### config.mk
export PLATFORM = sky130hd
export DESIGN_NAME = rotating_priority_interrupt_controller_top_flat
export DESIGN_NICKNAME = d
export VERILOG_FILES = /design/src/design/rpic_pkg.sv /design/src/design/rpic_if.sv /design/src/design/rpic_arb_tree.sv /design/src/design/rotating_priority_interrupt_controller_top.sv /design/src/flat_wrapper.sv
export SDC_FILE = /design/constraint.sdc
export NUM_CORES = 1
export LEC_CHECK = 0
export ABC_AREA = 1
export BUFFER_PORTS_ARGS = -buffer_cell sky130_fd_sc_hd__buf_2
export CELL_PAD_IN_SITES_DETAIL_PLACEMENT = 0
export CELL_PAD_IN_SITES_GLOBAL_PLACEMENT = 1
export CORE_MARGIN = 2
export CORE_UTILIZATION = 46
export CTS_CLUSTER_DIAMETER = 150
export DETAILED_ROUTE_END_ITERATION = 8
export PLACE_DENSITY_LB_ADDON = 0.15
export SYNTH_ARGS = -nofsm -noshare
export SYNTH_HDL_FRONTEND = slang
export SYNTH_SLANG_ARGS = --single-unit
### constraint.sdc
create_clock -name clk_i -period 6.9 [get_ports clk_i]
set_input_delay 1.38 -clock clk_i [delete_from_list [all_inputs] [get_ports clk_i]]
set_output_delay 1.38 -clock clk_i [all_outputs]
set_load 0.005 [all_outputs]
### src/design/rpic_pkg.sv
// Shared types, register codes and arbiter tables of the interrupt controller.
`default_nettype none

package rpic_pkg;

  localparam int NUM_SRC   = 32;
  localparam int NUM_SUB   = 11;
  localparam int NUM_ARB   = 7;
  localparam int NUM_LEAF  = 6;
  localparam int NUM_SLOT  = 6;
  localparam int NUM_GROUP = 4;
  localparam int NUM_EVAL  = NUM_GROUP + 1;

  typedef enum logic [2:0] {
    OP_READ    = 3'd0,
    OP_WRITE   = 3'd1,
    OP_SRC_SET = 3'd2,
    OP_SRC_CLR = 3'd3,
    OP_SUB_SET = 3'd4,
    OP_SUB_CLR = 3'd5
  } op_e;

  typedef enum logic [3:0] {
    REG_SRC_PEND   = 4'd0,
    REG_FAST_MODE  = 4'd1,
    REG_SRC_MASK   = 4'd2,
    REG_PRIORITY   = 4'd3,
    REG_SVC_PEND   = 4'd4,
    REG_SVC_OFFSET = 4'd5,
    REG_SUB_PEND   = 4'd6,
    REG_SUB_MASK   = 4'd7
  } reg_e;

  typedef struct packed {
    logic [2:0]  op;
    logic [3:0]  reg_index;
    logic [31:0] write_data;
    logic [4:0]  source;
    logic        level;
  } item_t;

  typedef struct packed {
    logic [31:0] read_data;
    logic        irq_request;
    logic        fiq_request;
  } result_t;

  typedef logic [NUM_ARB-1:0][1:0] rot_t;

  typedef struct packed {
    logic [4:0] offset;
    rot_t       rotation;
  } arb_result_t;

  typedef struct packed {
    logic       found;
    logic [2:0] slot;
  } pick_t;

  // Reserved sources never reach the fast line and are always masked.
  localparam logic [31:0] FAST_MODE_WMASK = 32'hfeffffbf;
  localparam logic [31:0] MASK_FORCE      = 32'h01000040;

  localparam logic [4:0] ARB_MEMBER [NUM_LEAF][NUM_SLOT] = '{
    '{5'd0,  5'd0,  5'd1,  5'd2,  5'd3,  5'd0},
    '{5'd4,  5'd5,  5'd0,  5'd7,  5'd8,  5'd9},
    '{5'd10, 5'd11, 5'd12, 5'd13, 5'd14, 5'd15},
    '{5'd16, 5'd17, 5'd18, 5'd19, 5'd20, 5'd21},
    '{5'd22, 5'd23, 5'd0,  5'd25, 5'd26, 5'd27},
    '{5'd0,  5'd28, 5'd29, 5'd30, 5'd31, 5'd0}
  };

  localparam logic [NUM_SLOT-1:0] ARB_VALID [NUM_LEAF] = '{
    6'h1e, 6'h3b, 6'h3f, 6'h3f, 6'h3b, 6'h1e
  };

  localparam logic [2:0] ARB_ORDER [4][NUM_SLOT] = '{
    '{3'd0, 3'd1, 3'd2, 3'd3, 3'd4, 3'd5},
    '{3'd0, 3'd2, 3'd3, 3'd4, 3'd1, 3'd5},
    '{3'd0, 3'd3, 3'd4, 3'd1, 3'd2, 3'd5},
    '{3'd0, 3'd4, 3'd1, 3'd2, 3'd3, 3'd5}
  };

  // Sub-source groups and the source each one drives, in evaluation order.
  localparam logic [NUM_SUB-1:0] SUB_GROUP [NUM_GROUP] = '{
    11'h007, 11'h038, 11'h1c0, 11'h600
  };
  localparam logic [4:0] GROUP_SRC [NUM_GROUP] = '{5'd28, 5'd23, 5'd15, 5'd31};

  // Scan the slots in rotated order and take the first request.
  function automatic pick_t arb_pick(input logic [1:0] rot, input logic [NUM_SLOT-1:0] req);
    pick_t      pick;
    logic [2:0] slot;
    pick = '0;
    for (int i = 0; i < NUM_SLOT; i++) begin
      slot = ARB_ORDER[rot][i];
      if (!pick.found && req[slot]) begin
        pick.found = 1'b1;
        pick.slot  = slot;
      end
    end
    return pick;
  endfunction

endpackage

`default_nettype wire

### src/design/rpic_if.sv
// Valid/ready channel interfaces for request items and result items.
`default_nettype none

interface rpic_in_if import rpic_pkg::*; ();
  logic  valid;
  logic  ready;
  item_t data;

  modport source (output valid, output data, input ready);
  modport sink (input valid, input data, output ready);
endinterface

interface rpic_out_if import rpic_pkg::*; ();
  logic    valid;
  logic    ready;
  result_t data;

  modport source (output valid, output data, input ready);
  modport sink (input valid, input data, output ready);
endinterface

`default_nettype wire

### src/design/rpic_arb_tree.sv
// Two-level rotating priority arbiter: six leaf arbiters feeding one root arbiter.
`default_nettype none

module rpic_arb_tree import rpic_pkg::*; (
  input  logic [NUM_SRC-1:0] service_i,
  input  rot_t               rot_i,
  input  logic [NUM_ARB-1:0] rot_en_i,
  output arb_result_t        result_o
);

  logic [NUM_LEAF-1:0][NUM_SLOT-1:0] leaf_req;
  pick_t                             leaf_pick [NUM_LEAF];
  logic [NUM_LEAF-1:0]               leaf_found;
  logic [4:0]                        leaf_win [NUM_LEAF];
  pick_t                             root_pick;

  always_comb begin
    for (int a = 0; a < NUM_LEAF; a++) begin
      for (int s = 0; s < NUM_SLOT; s++) begin
        leaf_req[a][s] = ARB_VALID[a][s] & service_i[ARB_MEMBER[a][s]];
      end
      leaf_pick[a]  = arb_pick(rot_i[a], leaf_req[a]);
      leaf_found[a] = leaf_pick[a].found;
      leaf_win[a]   = ARB_MEMBER[a][leaf_pick[a].slot];
      // advance every enabled leaf that saw a request, winner or not
      result_o.rotation[a] = (leaf_pick[a].found && rot_en_i[a]) ? rot_i[a] + 2'd1
                                                                   : rot_i[a];
    end
    root_pick = arb_pick(rot_i[NUM_ARB-1], leaf_found);
    result_o.rotation[NUM_ARB-1] = (root_pick.found && rot_en_i[NUM_ARB-1])
                                   ? rot_i[NUM_ARB-1] + 2'd1 : rot_i[NUM_ARB-1];
    result_o.offset = leaf_win[root_pick.slot];
  end

endmodule

`default_nettype wire

### src/design/rotating_priority_interrupt_controller_top.sv
// Top level of the two-level rotating priority interrupt controller.
// Each item is a register read or write or a source / sub-source event; the block takes one
// item per cycle while the result side is not stalled and returns exactly one result item for
// it. An item is captured in an input register, and a single combinational pass (event decode,
// up to four chained sub-group asserts, one arbiter tree evaluation) updates all state and
// loads the result register once the result side can take it. The irq and fiq fields carry the
// line levels after the item. There is no clearing pass after reset.
`default_nettype none

module rotating_priority_interrupt_controller_top import rpic_pkg::*; (
  input  wire        clk_i,
  input  wire        rst_ni,
  rpic_in_if.sink    in_i,
  rpic_out_if.source out_o
);

  // pipeline registers
  logic    in_vld_q;
  item_t   in_q;
  logic    out_vld_q;
  result_t out_q;
  logic    adv;

  // controller state
  logic [NUM_SRC-1:0] src_pend_q, src_pend_d;
  logic [NUM_SRC-1:0] fast_q, fast_b;
  logic [NUM_SRC-1:0] mask_q, mask_b;
  logic [NUM_SRC-1:0] svc_pend_q, svc_pend_b, svc_pend_d;
  logic [4:0]         svc_off_q, svc_off_d;
  logic [NUM_SUB-1:0] sub_pend_q, sub_pend_b, sub_pend_d;
  logic [NUM_SUB-1:0] sub_mask_q, sub_mask_b;
  logic [NUM_SRC-1:0] src_held_q, src_held_b;
  logic [NUM_SUB-1:0] sub_held_q, sub_held_b;
  rot_t               rot_q, rot_b, rot_d;
  logic [NUM_ARB-1:0] rot_en_q, rot_en_b;
  logic               irq_q, irq_d;
  logic               fiq_q, fiq_d;

  // evaluation
  logic [NUM_SRC-1:0]  src_pend_b;
  logic [NUM_SUB-1:0]  sub_svc;
  logic [NUM_SRC-1:0]  snap [NUM_EVAL];
  logic [NUM_EVAL-1:0] ev;
  logic [NUM_EVAL-1:0] fiq_hit;
  logic [NUM_EVAL-1:0] svc_hit;
  logic                ev_base;
  logic                sub_ev;
  logic                grp_hit;
  logic                sel_found;
  logic [2:0]          sel;
  logic                arb_go;
  logic [NUM_SRC-1:0]  arb_service;
  arb_result_t         arb_res;
  logic [3:0]          sub_idx;
  logic                sub_ok;
  logic [31:0]         wd;
  logic [31:0]         reg_rd;
  logic [31:0]         read_val;

  assign adv         = in_vld_q && (!out_vld_q || out_o.ready);
  assign in_i.ready  = !in_vld_q || adv;
  assign out_o.valid = out_vld_q;
  assign out_o.data  = out_q;

  assign wd      = in_q.write_data;
  assign sub_idx = in_q.source[3:0];
  assign sub_ok  = in_q.source < 5'(NUM_SUB);

  // register read mux
  always_comb begin
    unique case (in_q.reg_index)
      REG_SRC_PEND:   reg_rd = src_pend_q;
      REG_FAST_MODE:  reg_rd = fast_q;
      REG_SRC_MASK:   reg_rd = mask_q;
      REG_PRIORITY: begin
        reg_rd = '0;
        reg_rd[NUM_ARB-1:0] = rot_en_q;
        for (int a = 0; a < NUM_ARB; a++) begin
          reg_rd[NUM_ARB + 2*a +: 2] = rot_q[a];
        end
      end
      REG_SVC_PEND:   reg_rd = svc_pend_q;
      REG_SVC_OFFSET: reg_rd = {27'd0, svc_off_q};
      REG_SUB_PEND:   reg_rd = {21'd0, sub_pend_q};
      REG_SUB_MASK:   reg_rd = {21'd0, sub_mask_q};
      default:        reg_rd = '1;
    endcase
  end

  // item decode, sub-group chain and arbitration request
  always_comb begin
    src_pend_b = src_pend_q;
    fast_b     = fast_q;
    mask_b     = mask_q;
    svc_pend_b = svc_pend_q;
    sub_pend_b = sub_pend_q;
    sub_mask_b = sub_mask_q;
    src_held_b = src_held_q;
    sub_held_b = sub_held_q;
    rot_b      = rot_q;
    rot_en_b   = rot_en_q;
    ev_base    = 1'b0;
    sub_ev     = 1'b0;
    read_val   = '0;

    unique case (in_q.op)
      OP_READ: read_val = reg_rd;
      OP_WRITE: begin
        unique case (in_q.reg_index)
          REG_SRC_PEND: begin
            src_pend_b = (src_pend_q & ~wd) | src_held_q;
            ev_base    = |(src_held_q & wd);
          end
          REG_FAST_MODE: begin
            fast_b  = wd & FAST_MODE_WMASK;
            ev_base = 1'b1;
          end
          REG_SRC_MASK: begin
            mask_b  = wd | MASK_FORCE;
            ev_base = 1'b1;
          end
          REG_PRIORITY: begin
            for (int a = 0; a < NUM_ARB; a++) begin
              rot_b[a] = wd[NUM_ARB + 2*a +: 2];
            end
            rot_en_b = wd[NUM_ARB-1:0];
            ev_base  = 1'b1;
          end
          REG_SVC_PEND: begin
            svc_pend_b = svc_pend_q & ~wd;
            ev_base    = 1'b1;
          end
          REG_SUB_PEND: begin
            sub_pend_b = (sub_pend_q & ~wd[NUM_SUB-1:0]) | sub_held_q;
            sub_ev     = |(sub_held_q & wd[NUM_SUB-1:0]);
          end
          REG_SUB_MASK: begin
            sub_mask_b = wd[NUM_SUB-1:0];
            sub_ev     = 1'b1;
          end
          default: ;
        endcase
      end
      OP_SRC_SET: begin
        if (!src_held_q[in_q.source]) begin
          src_held_b[in_q.source] = in_q.level;
          src_pend_b[in_q.source] = 1'b1;
          ev_base                 = 1'b1;
        end
      end
      OP_SRC_CLR: src_held_b[in_q.source] = 1'b0;
      OP_SUB_SET: begin
        if (sub_ok && !sub_held_q[sub_idx]) begin
          sub_held_b[sub_idx] = in_q.level;
          sub_pend_b[sub_idx] = 1'b1;
          sub_ev              = 1'b1;
        end
      end
      OP_SUB_CLR: begin
        if (sub_ok) begin
          sub_held_b[sub_idx] = 1'b0;
        end
      end
      default: ;
    endcase

    // on a sub-source event, each group with an unmasked sub-source asserts its source as a held level
    sub_svc = sub_pend_b & ~sub_mask_b;
    snap[0] = src_pend_b;
    ev[0]   = ev_base;
    for (int g = 0; g < NUM_GROUP; g++) begin
      grp_hit     = |(sub_svc & SUB_GROUP[g]);
      ev[g+1]     = sub_ev && grp_hit && !src_held_b[GROUP_SRC[g]];
      snap[g+1]   = snap[g];
      if (ev[g+1]) begin
        snap[g+1][GROUP_SRC[g]] = 1'b1;
      end
      if (sub_ev) begin
        src_held_b[GROUP_SRC[g]] = grp_hit;
      end
    end
    sub_pend_d = sub_ev ? sub_held_b : sub_pend_b;
    src_pend_d = snap[NUM_EVAL-1];

    for (int k = 0; k < NUM_EVAL; k++) begin
      fiq_hit[k] = |(snap[k] & fast_b);
      svc_hit[k] = |(snap[k] & ~mask_b);
    end

    // only the first evaluation that sees an unmasked request can arbitrate
    sel_found = 1'b0;
    sel       = '0;
    for (int k = 0; k < NUM_EVAL; k++) begin
      if (!sel_found && ev[k] && svc_hit[k]) begin
        sel_found = 1'b1;
        sel       = 3'(k);
      end
    end
    arb_service = snap[sel] & ~mask_b;
    arb_go      = sel_found && !fiq_hit[sel] && (svc_pend_b == '0);
  end

  rpic_arb_tree u_arb_tree (
    .service_i (arb_service),
    .rot_i     (rot_b),
    .rot_en_i  (rot_en_b),
    .result_o  (arb_res)
  );

  // commit arbitration and line levels
  always_comb begin
    svc_pend_d = svc_pend_b;
    svc_off_d  = svc_off_q;
    rot_d      = rot_b;
    if (arb_go) begin
      svc_pend_d[arb_res.offset] = 1'b1;
      svc_off_d                  = arb_res.offset;
      rot_d                      = arb_res.rotation;
    end
    fiq_d = (|ev) ? |(ev & fiq_hit) : fiq_q;
    irq_d = (|(ev & ~fiq_hit)) ? |svc_pend_d : irq_q;
  end

  always_ff @(posedge clk_i or negedge rst_ni) begin
    if (!rst_ni) begin
      in_vld_q   <= 1'b0;
      out_vld_q  <= 1'b0;
      src_pend_q <= '0;
      fast_q     <= '0;
      mask_q     <= '1;
      svc_pend_q <= '0;
      svc_off_q  <= '0;
      sub_pend_q <= '0;
      sub_mask_q <= '1;
      src_held_q <= '0;
      sub_held_q <= '0;
      rot_q      <= '0;
      rot_en_q   <= '1;
      irq_q      <= 1'b0;
      fiq_q      <= 1'b0;
    end else begin
      if (in_i.ready) begin
        in_vld_q <= in_i.valid;
      end
      if (adv) begin
        out_vld_q <= 1'b1;
      end else if (out_o.ready) begin
        out_vld_q <= 1'b0;
      end
      if (adv) begin
        src_pend_q <= src_pend_d;
        fast_q     <= fast_b;
        mask_q     <= mask_b;
        svc_pend_q <= svc_pend_d;
        svc_off_q  <= svc_off_d;
        sub_pend_q <= sub_pend_d;
        sub_mask_q <= sub_mask_b;
        src_held_q <= src_held_b;
        sub_held_q <= sub_held_b;
        rot_q      <= rot_d;
        rot_en_q   <= rot_en_b;
        irq_q      <= irq_d;
        fiq_q      <= fiq_d;
      end
    end
  end

  always_ff @(posedge clk_i) begin
    if (in_i.valid && in_i.ready) begin
      in_q <= in_i.data;
    end
    if (adv) begin
      out_q <= '{read_data: read_val, irq_request: irq_d, fiq_request: fiq_d};
    end
  end

endmodule

`default_nettype wire

### src/flat_wrapper.sv
// flat-port wrapper written by rule: the top's interface ports become plain ports
module rotating_priority_interrupt_controller_top_flat import rpic_pkg::*;
  (clk_i, rst_ni, in_i_valid, in_i_data, in_i_ready, out_o_valid, out_o_data, out_o_ready);
  rpic_in_if in_i_i ();
  rpic_out_if out_o_i ();
  input  wire clk_i;
  input  wire rst_ni;
  input wire logic [$bits(in_i_i.valid)-1:0] in_i_valid;
  input wire logic [$bits(in_i_i.data)-1:0] in_i_data;
  output wire logic [$bits(in_i_i.ready)-1:0] in_i_ready;
  output wire logic [$bits(out_o_i.valid)-1:0] out_o_valid;
  output wire logic [$bits(out_o_i.data)-1:0] out_o_data;
  input wire logic [$bits(out_o_i.ready)-1:0] out_o_ready;
  assign in_i_i.valid = in_i_valid;
  assign in_i_i.data = in_i_data;
  assign in_i_ready = in_i_i.ready;
  assign out_o_valid = out_o_i.valid;
  assign out_o_data = out_o_i.data;
  assign out_o_i.ready = out_o_ready;
  rotating_priority_interrupt_controller_top u_core (.clk_i(clk_i), .rst_ni(rst_ni), .in_i(in_i_i), .out_o(out_o_i));
endmodule
Yosys cells after proc, flatten, opt, wreduce, memory -nomap -nowiden
Memory sizes are Yosys's and may differ from the RTL's.
Cells that the tools add are included.
{"block": "totals", "regBits": 302, "romBits": 240, "wordCells": 553, "mem_count": 6}
{"block": "classes", "n_addsub": 7, "order_cmp": 65, "eq_ne": 13, "mux": 240, "bitwise": 48, "reduce_logical": 144}
{"name": "(no name shown)", "words": 8, "word_bits": 5, "rd": 1, "rd_ports_with_merged_regs": 0, "wr": 0, "line_no": "rpic_arb_tree.sv:24", "text": "leaf_win[a] = ARB_MEMBER[a][leaf_pick[a].slot];"}
{"name": "(no name shown)", "words": 8, "word_bits": 5, "rd": 1, "rd_ports_with_merged_regs": 0, "wr": 0, "line_no": "rpic_arb_tree.sv:24"}
{"name": "(no name shown)", "words": 8, "word_bits": 5, "rd": 1, "rd_ports_with_merged_regs": 0, "wr": 0, "line_no": "rpic_arb_tree.sv:24"}
{"name": "(no name shown)", "words": 8, "word_bits": 5, "rd": 1, "rd_ports_with_merged_regs": 0, "wr": 0, "line_no": "rpic_arb_tree.sv:24"}
{"name": "(no name shown)", "words": 8, "word_bits": 5, "rd": 1, "rd_ports_with_merged_regs": 0, "wr": 0, "line_no": "rpic_arb_tree.sv:24"}
{"name": "(no name shown)", "words": 8, "word_bits": 5, "rd": 1, "rd_ports_with_merged_regs": 0, "wr": 0, "line_no": "rpic_arb_tree.sv:24"}
{"cell": "32-bit bitwise AND", "n": 15}
{"cell": "32-bit 2-to-1 mux", "n": 12}
{"cell": "32-bit OR reduction", "n": 12}
{"cell": "32-bit case mux with 8 select lines", "n": 1}
{"cell": "18-bit binary-select mux with 2-bit select", "n": 7}
{"cell": "18-bit 2-to-1 mux", "n": 14}
{"cell": "3-bit by 4-bit less-than comparator with 1-bit output, second input constant", "n": 43}
{"cell": "4-bit 2-to-1 mux", "n": 42}
{"cell": "1-bit binary-select mux with 3-bit select", "n": 43}
{"cell": "32-bit case mux with 2 select lines", "n": 2}
{"cell": "32-bit binary-select mux with 3-bit select", "n": 1}
{"cell": "32-bit NOT", "n": 3}
{"cell": "32-bit bitwise OR", "n": 3}
{"cell": "11-bit 2-to-1 mux", "n": 7}
{"cell": "5-bit 2-to-1 mux", "n": 14}
{"cell": "1-bit 2-to-1 mux", "n": 68}
{"cell": "1-bit logical AND", "n": 67}
{"cell": "1-bit logical NOT", "n": 47}
{"cell": "11-bit bitwise AND", "n": 4}
{"cell": "11-bit case mux with 2 select lines", "n": 2}
{"cell": "14-bit 2-to-1 mux", "n": 3}
{"cell": "11-bit NOT", "n": 3}
{"cell": "32-bit bitwise mux", "n": 1}
{"cell": "4-bit greater-or-equal comparator, second input constant", "n": 8}
{"cell": "41 further kinds", "n": 95}

Depth between registers and ports, before layout
{"block": "logic_depth", "depth_word": 81, "mapped_depth": 60}

By module
From an unflattened synthesis, not the netlist that was laid out.
{"block": "unflattened", "cells_unflattened": 3053, "area_unflattened_um2": 21216.6}
{"module": "rotating_priority_interrupt_controller_top", "instances": 1, "cells_per_inst": 2487, "area_each_um2": 18253.8, "seq_area_each_um2": 8015.2}
{"module": "rpic_arb_tree", "instances": 1, "cells_per_inst": 566, "area_each_um2": 2962.8, "seq_area_each_um2": 0.0}

Worst setup path before layout
Ideal clock, no wire load.
{"block": "synth_path", "path_type": "reg2reg", "from": "register u_core.in_q[41] (netlist name)", "to": "register u_core.out_q, in the netlist u_core.out_o.data[1], data pin", "setup_time_ps": 263, "t_arrival_ps": 5460, "slack_ps": 1176, "stages_incl_launch_ff": 43, "n_path_buf": 1, "synth_period_minus_slack_ps": 5724, "cell_sequence": "edfxtp_1 -> nor2_1 -> inv_1 -> nor2_1 -> nand2_1 -> clkbuf_1 -> o21ai_1 -> inv_1 -> ha_1 -> nor2_1 -> inv_1 -> o21ai_0 -> nand2_1 -> a32o_1 -> nor2_1 -> inv_1 -> nor2_1 -> inv_1 -> [7 not listed] -> inv_1 -> nand3_2 -> nand2_1 -> nand2_4 -> nand2_4 -> nand2_1 -> nand2_1 -> nand2_1 -> nand2_2 -> nand2_2 -> nand2_4 -> nor2_1 -> a21oi_1 -> nand2_1 -> nor2_1 -> nand2_1 -> nor2_1 -> a31oi_1"}
{"block": "synth_between", "elab_chain_len": 78, "word_cells_on_any_way": 362}
{"element": "start, declared", "line_no": "rotating_priority_interrupt_controller_top.sv:19", "text": "item_t in_q;"}
{"element": "start signal, assigned", "line_no": "rotating_priority_interrupt_controller_top.sv:270", "text": "in_q <= in_i.data;"}
{"element": "4-bit by 3-bit equality test with 1-bit output", "line_no": "rotating_priority_interrupt_controller_top.sv:109", "text": "unique case (in_q.reg_index)"}
{"element": "11-bit 2-to-1 mux", "line_no": "rotating_priority_interrupt_controller_top.sv:109"}
{"element": "11-bit 2-to-1 mux", "line_no": "rotating_priority_interrupt_controller_top.sv:106", "text": "unique case (in_q.op)"}
{"element": "11-bit NOT", "line_no": "rotating_priority_interrupt_controller_top.sv:168", "text": "sub_svc = sub_pend_b & ~sub_mask_b;"}
{"element": "11-bit bitwise AND", "line_no": "rotating_priority_interrupt_controller_top.sv:168"}
{"element": "3-bit OR reduction", "line_no": "rotating_priority_interrupt_controller_top.sv:172", "text": "grp_hit = |(sub_svc & SUB_GROUP[g]);"}
{"element": "1-bit logical AND (2 in series)", "line_no": "rotating_priority_interrupt_controller_top.sv:173", "text": "ev[g+1] = sub_ev && grp_hit && !src_held_b[GROUP_SRC[g]];"}
{"element": "1-bit 2-to-1 mux", "line_no": "rotating_priority_interrupt_controller_top.sv:175", "text": "if (ev[g+1]) begin"}
{"element": "[62 not listed]"}
{"element": "1-bit logical AND (not written as such)", "line_no": "rotating_priority_interrupt_controller_top.sv:216", "text": "svc_pend_d[arb_res.offset] = 1'b1;"}
{"element": "1-bit 2-to-1 mux (not written as such)", "line_no": "rotating_priority_interrupt_controller_top.sv:216"}
{"element": "1-bit demux with 5-bit select"}
{"element": "32-bit bitwise OR (no line)"}
{"element": "32-bit 2-to-1 mux", "line_no": "rotating_priority_interrupt_controller_top.sv:215", "text": "if (arb_go) begin"}
{"element": "32-bit OR reduction", "line_no": "rotating_priority_interrupt_controller_top.sv:221", "text": "irq_d = (|(ev & ~fiq_hit)) ? |svc_pend_d : irq_q;"}
{"element": "1-bit 2-to-1 mux *", "line_no": "rotating_priority_interrupt_controller_top.sv:221"}
{"element": "net u_core.irq_d", "line_no": "rotating_priority_interrupt_controller_top.sv:36", "text": "logic irq_q, irq_d;"}
{"element": "end signal, assigned", "line_no": "rotating_priority_interrupt_controller_top.sv:273", "text": "out_q <= '{read_data: read_val, irq_request: irq_d, fiq_request: fiq_d};"}
{"element": "end, declared", "line_no": "rotating_priority_interrupt_controller_top.sv:21", "text": "result_t out_q;"}
Mark *: on every way through the listed nets, which the timed path passes. The rest lies on a longest branch. The select of a mux whose other input is x is not followed.
A chain may end at the register's enable or synchronous reset.

Worst setup path in the final report
{"block": "layout_path", "from": "register u_core.in_q[1] (netlist name)", "to": "register u_core.out_q, in the netlist u_core.out_o.data[1], data pin"}
{"block": "layout_between", "elab_chain_len": 81, "word_cells_on_any_way": 341}
{"element": "4-bit by 5-bit less-than comparator with 1-bit output (not written as such) or 4-bit by 1-bit greater-or-equal comparator with 1-bit output (tied branches)", "line_no": "rotating_priority_interrupt_controller_top.sv:155", "text": "sub_pend_b[sub_idx] = 1'b1;"}
{"element": "1-bit logical AND (not written as such)", "line_no": "rotating_priority_interrupt_controller_top.sv:155"}
{"element": "1-bit 2-to-1 mux (not written as such)", "line_no": "rotating_priority_interrupt_controller_top.sv:155"}
{"element": "1-bit demux with 4-bit select"}
{"element": "11-bit bitwise OR (no line)"}
{"element": "11-bit 2-to-1 mux", "line_no": "rotating_priority_interrupt_controller_top.sv:153", "text": "if (sub_ok && !sub_held_q[sub_idx]) begin"}
{"element": "11-bit case mux with 2 select lines", "line_no": "rotating_priority_interrupt_controller_top.sv:106"}
{"element": "11-bit bitwise AND", "line_no": "rotating_priority_interrupt_controller_top.sv:168"}
{"element": "[66 not listed]"}
{"element": "1-bit logical AND (not written as such)", "line_no": "rotating_priority_interrupt_controller_top.sv:216"}
{"element": "1-bit 2-to-1 mux (not written as such)", "line_no": "rotating_priority_interrupt_controller_top.sv:216"}
{"element": "1-bit demux with 5-bit select"}
{"element": "32-bit bitwise OR (no line)"}
{"element": "32-bit 2-to-1 mux", "line_no": "rotating_priority_interrupt_controller_top.sv:215"}
{"element": "32-bit OR reduction", "line_no": "rotating_priority_interrupt_controller_top.sv:221"}
{"element": "1-bit 2-to-1 mux *", "line_no": "rotating_priority_interrupt_controller_top.sv:221"}
{"element": "net u_core.irq_d", "line_no": "rotating_priority_interrupt_controller_top.sv:36"}
Marks and branches as above.

==> results.toml <==
[routing]
wl_um = 93700
viasPerCell = 6.09
antenna_left = 0
drtIter0Drc = 3012
drt-wirelength-per-cell_um = 24.9
vias = 22900
first_pass_iters = 6
drc = 0

[sta]
max_freq_ghz = 0.149
hold_violations = 0
slew_headroom = 0.160
fin_skew_ps = 31.1
rsz0062_at_grt = "yes"
drv_slew = 0
worstMarginPinSlew_ps = 1260
post-route-period-util = 0.972
setup_viol = 0
finalCriticalPeriod_ps = 6700

[critical_path]
worst_setup_path_start_kind = "register"
ff2ff_path_depth = 31
r2r-start = "u_core.in_q[1]"
cp_slowest_cell = "edfxtp_1"
cp.required_ps = 7330
crit_buf_inv = 7
rr_endpoint = "u_core.out_o.data[1]"
crit_start = "u_core.in_q[1]"
worstPathArrival_ps = 7140
cp.depth = 31
cp_slowest_stage_delay_ps = 620
cp_top_family = "simple AND/OR/NAND/NOR gates"
path_max_fanout = 8
crit_top_cell = "nor2_1"
rrSetupSlack_ps = 200
critPathKind = "reg2reg"
critPathCapture = "u_core.out_o.data[1]"
worst_setup_path_end_kind = "register"

[layout]
finalCoreUtilization = 0.553
drive_above_1_share = 0.181
area_growth_pct = 18.3
final-instance-count-excl-fill = 3764
multi_input_area_mm2 = 0.0114
register_area_mm2 = 0.00802
final_cell_area_mm2 = 0.0245
final_nets = 3216
fillCellCount = 4375

[logic_synthesis]
ys_async_sr_fraction = 0.738
ys_ff_latch = 302
synth_area_leaders = "dfrtp_1, nand2_1, edfxtp_1, o21ai_0, dfstp_2"
syn_inst = 2975
synth_top_area_share = 0.209
synth_enable_flop_cells = 79
synth_nets = 3052
yosysUniqueCellTypes = 69
synth-seq-area-share = 0.387
yosysTopAreaCell = "dfrtp_1"
synth_ff_type = "dfrtp_1"
synth_area_mm2 = 0.0207
synth_warnings = 0
avgSynthCellArea_um2 = 6.97

[placement]
placedInstanceArea_mm2 = 0.0223
gp_congestion = 1.06
place_inst = 3650
port_buffers = 84
hpwlAfterDp_um = 70500

[floorplanning]
coreArea_mm2 = 0.0443
die_w_um = 216
die_area_mm2 = 0.0468
rows = 77
start_util = 0.468
die_h_um = 216
io_pins = 85

[grt]
grt_pass1_vias = 21000
antenna_found_initial = 0
overflow = 0
grt_max_degree = 145
grt_pass1_wl_um = 137000
grt_use_total = 0.392

[cts]
hold_buffers = 0
cts-root-buf = "clkbuf_16"
cts_htree_levels = 2
clock-sinks = 302
cts_buffers = 39
clock_latency_ps = 600
path_clk_slew_ps = 60
tritoncts = "built"
clk_path_buf_depth = 3

[power]
powerDensity_mw_per_mm2 = 451
leakage_nw = 10.9
ir_worst_vdd_mv = 0.355

[worst_hold_path]
hp-class = "reg2reg"

[run]
max_cap_violations = 0

[status]
outcome = "finished clean"
[worst min-delay path by stage]
stage,start,endpoint,cells after the start
floorplan,u_core.mask_q[6],u_core.mask_q[6],2
global placement,u_core.mask_q[6],u_core.mask_q[6],2
detailed placement,u_core.irq_q,u_core.irq_q,2
CTS,u_core.mask_q[6],u_core.mask_q[6],2
global route,u_core.irq_q,u_core.irq_q,2
finish,u_core.mask_q[6],u_core.mask_q[6],2
[kinds of logic (layout without fill, tap and decap cells)]
logic type / after synthesis / after routing / share of synthesized area
compound gates: 806 / 806 / 0.228
xor+xnor: 7 / 7 / 0.00296
fa+ha+maj: 28 / 28 / 0.0169
buf+inv: 503 / 696 / 0.0941
flops: 302 / 302 / 0.387
other cells: 0 / 2 / 0
simple gates: 1329 / 1331 / 0.271
[layout make-up]
| type | count | area share |
|---|---|---|
| Multi-Input combinational cell | 2172 | 0.465 |
| Sequential cell | 302 | 0.327 |
| Timing Repair Buffer | 237 | 0.0665 |
| Inverter | 386 | 0.0597 |
| Clock buffer | 56 | 0.0462 |
| Tap cell | 592 | 0.0302 |
| Clock inverter | 16 | 0.00485 |
| Timing Repair inverter | 1 | 0.000255 |
| Antenna cell | 2 | 0.000204 |
[per-stage QoR]
step | setup slack (ps) | total power, mW | hold slack (ps) | TNS (ps)
3_3_place_gp | 125 | 8.21 | 466 | 0
6_report | 195 | 11.1 | 482 | 0
4_1_cts | 77.1 | 10.3 | 480 | 0
2_1_floorplan | 1180 | 6.19 | 448 | 0
3_5_place_dp | -29.2 | 8.24 | 470 | -58.1
5_1_grt | -153 | 11.7 | 505 | -264
[sequential cells by signal, indices dropped and copies added (netlist names), 7 cells and up]
signal and count:
u_core.src_held_q 32, u_core.svc_pend_q 32, u_core.sub_mask_q 11, u_core.in_q 13, u_core.rot_en_q 7, u_core.src_pend_q 32
u_core.sub_pend_q 11, u_core.wd 32, u_core.fast_q 32, u_core.mask_q 32, u_core.out_o.data 34, u_core.sub_held_q 11
u_core.rot_q 14
[power by group]
group / switching, mW / total (mW) / internal (mW)
registers: 0.429 / 2.70 / 2.27
clock network: 0.883 / 2.06 / 1.18
logic: 4.35 / 6.29 / 1.94
[metal layers]
metal	track usage	wire (um)	share of wire	vias to the layer above
met4	0.189	5260	0.056	0
met3	0.107	11500	0.12	288
met1	0.538	37900	0.40	10800
met2	0.572	39000	0.42	1479
li1	-	-	-	10300
met5	0	0	0	-
[Yosys cell counts, types with 41 or more instances]
master    number
nand2_1      811
o21ai_0      356
inv_1        344
nor2_1       237
dfrtp_1      173
nand3_1      148
a21oi_1      120
clkbuf_1      92
edfxtp_1      79
o21ai_1       55
o211ai_1      51
o22ai_1       51
dfstp_2       50
a31oi_1       47
a221oi_1      41
[timing repair]
action,in CTS,in global routing
gates cloned,0,4
buffers inserted,2,34
setup endpoints to repair,2,28
pin swaps,1,39
gates resized for setup,0,162
[worst min-delay path, delay by kind of cell (launching register included)]
kind                   cells  cell delay, ps
buffers and inverters      1              60
and+or+nand+nor            1              50
DFF                        1             370
[cell usage in the layout, fill, tap and decap left out, types with 49 or more instances in the layout]
cell / instances
a21oi_1: 115
buf_2: 83
buf_4: 144
dfrtp_1: 173
dfstp_2: 50
edfxtp_1: 79
inv_1: 343
nand2_1: 767
nand2_2: 59
nand3_1: 124
nor2_1: 206
o211ai_1: 51
o21ai_0: 354
o21ai_1: 49
o22ai_1: 51
No activity file was read; power rests on OpenSTA's default activity.
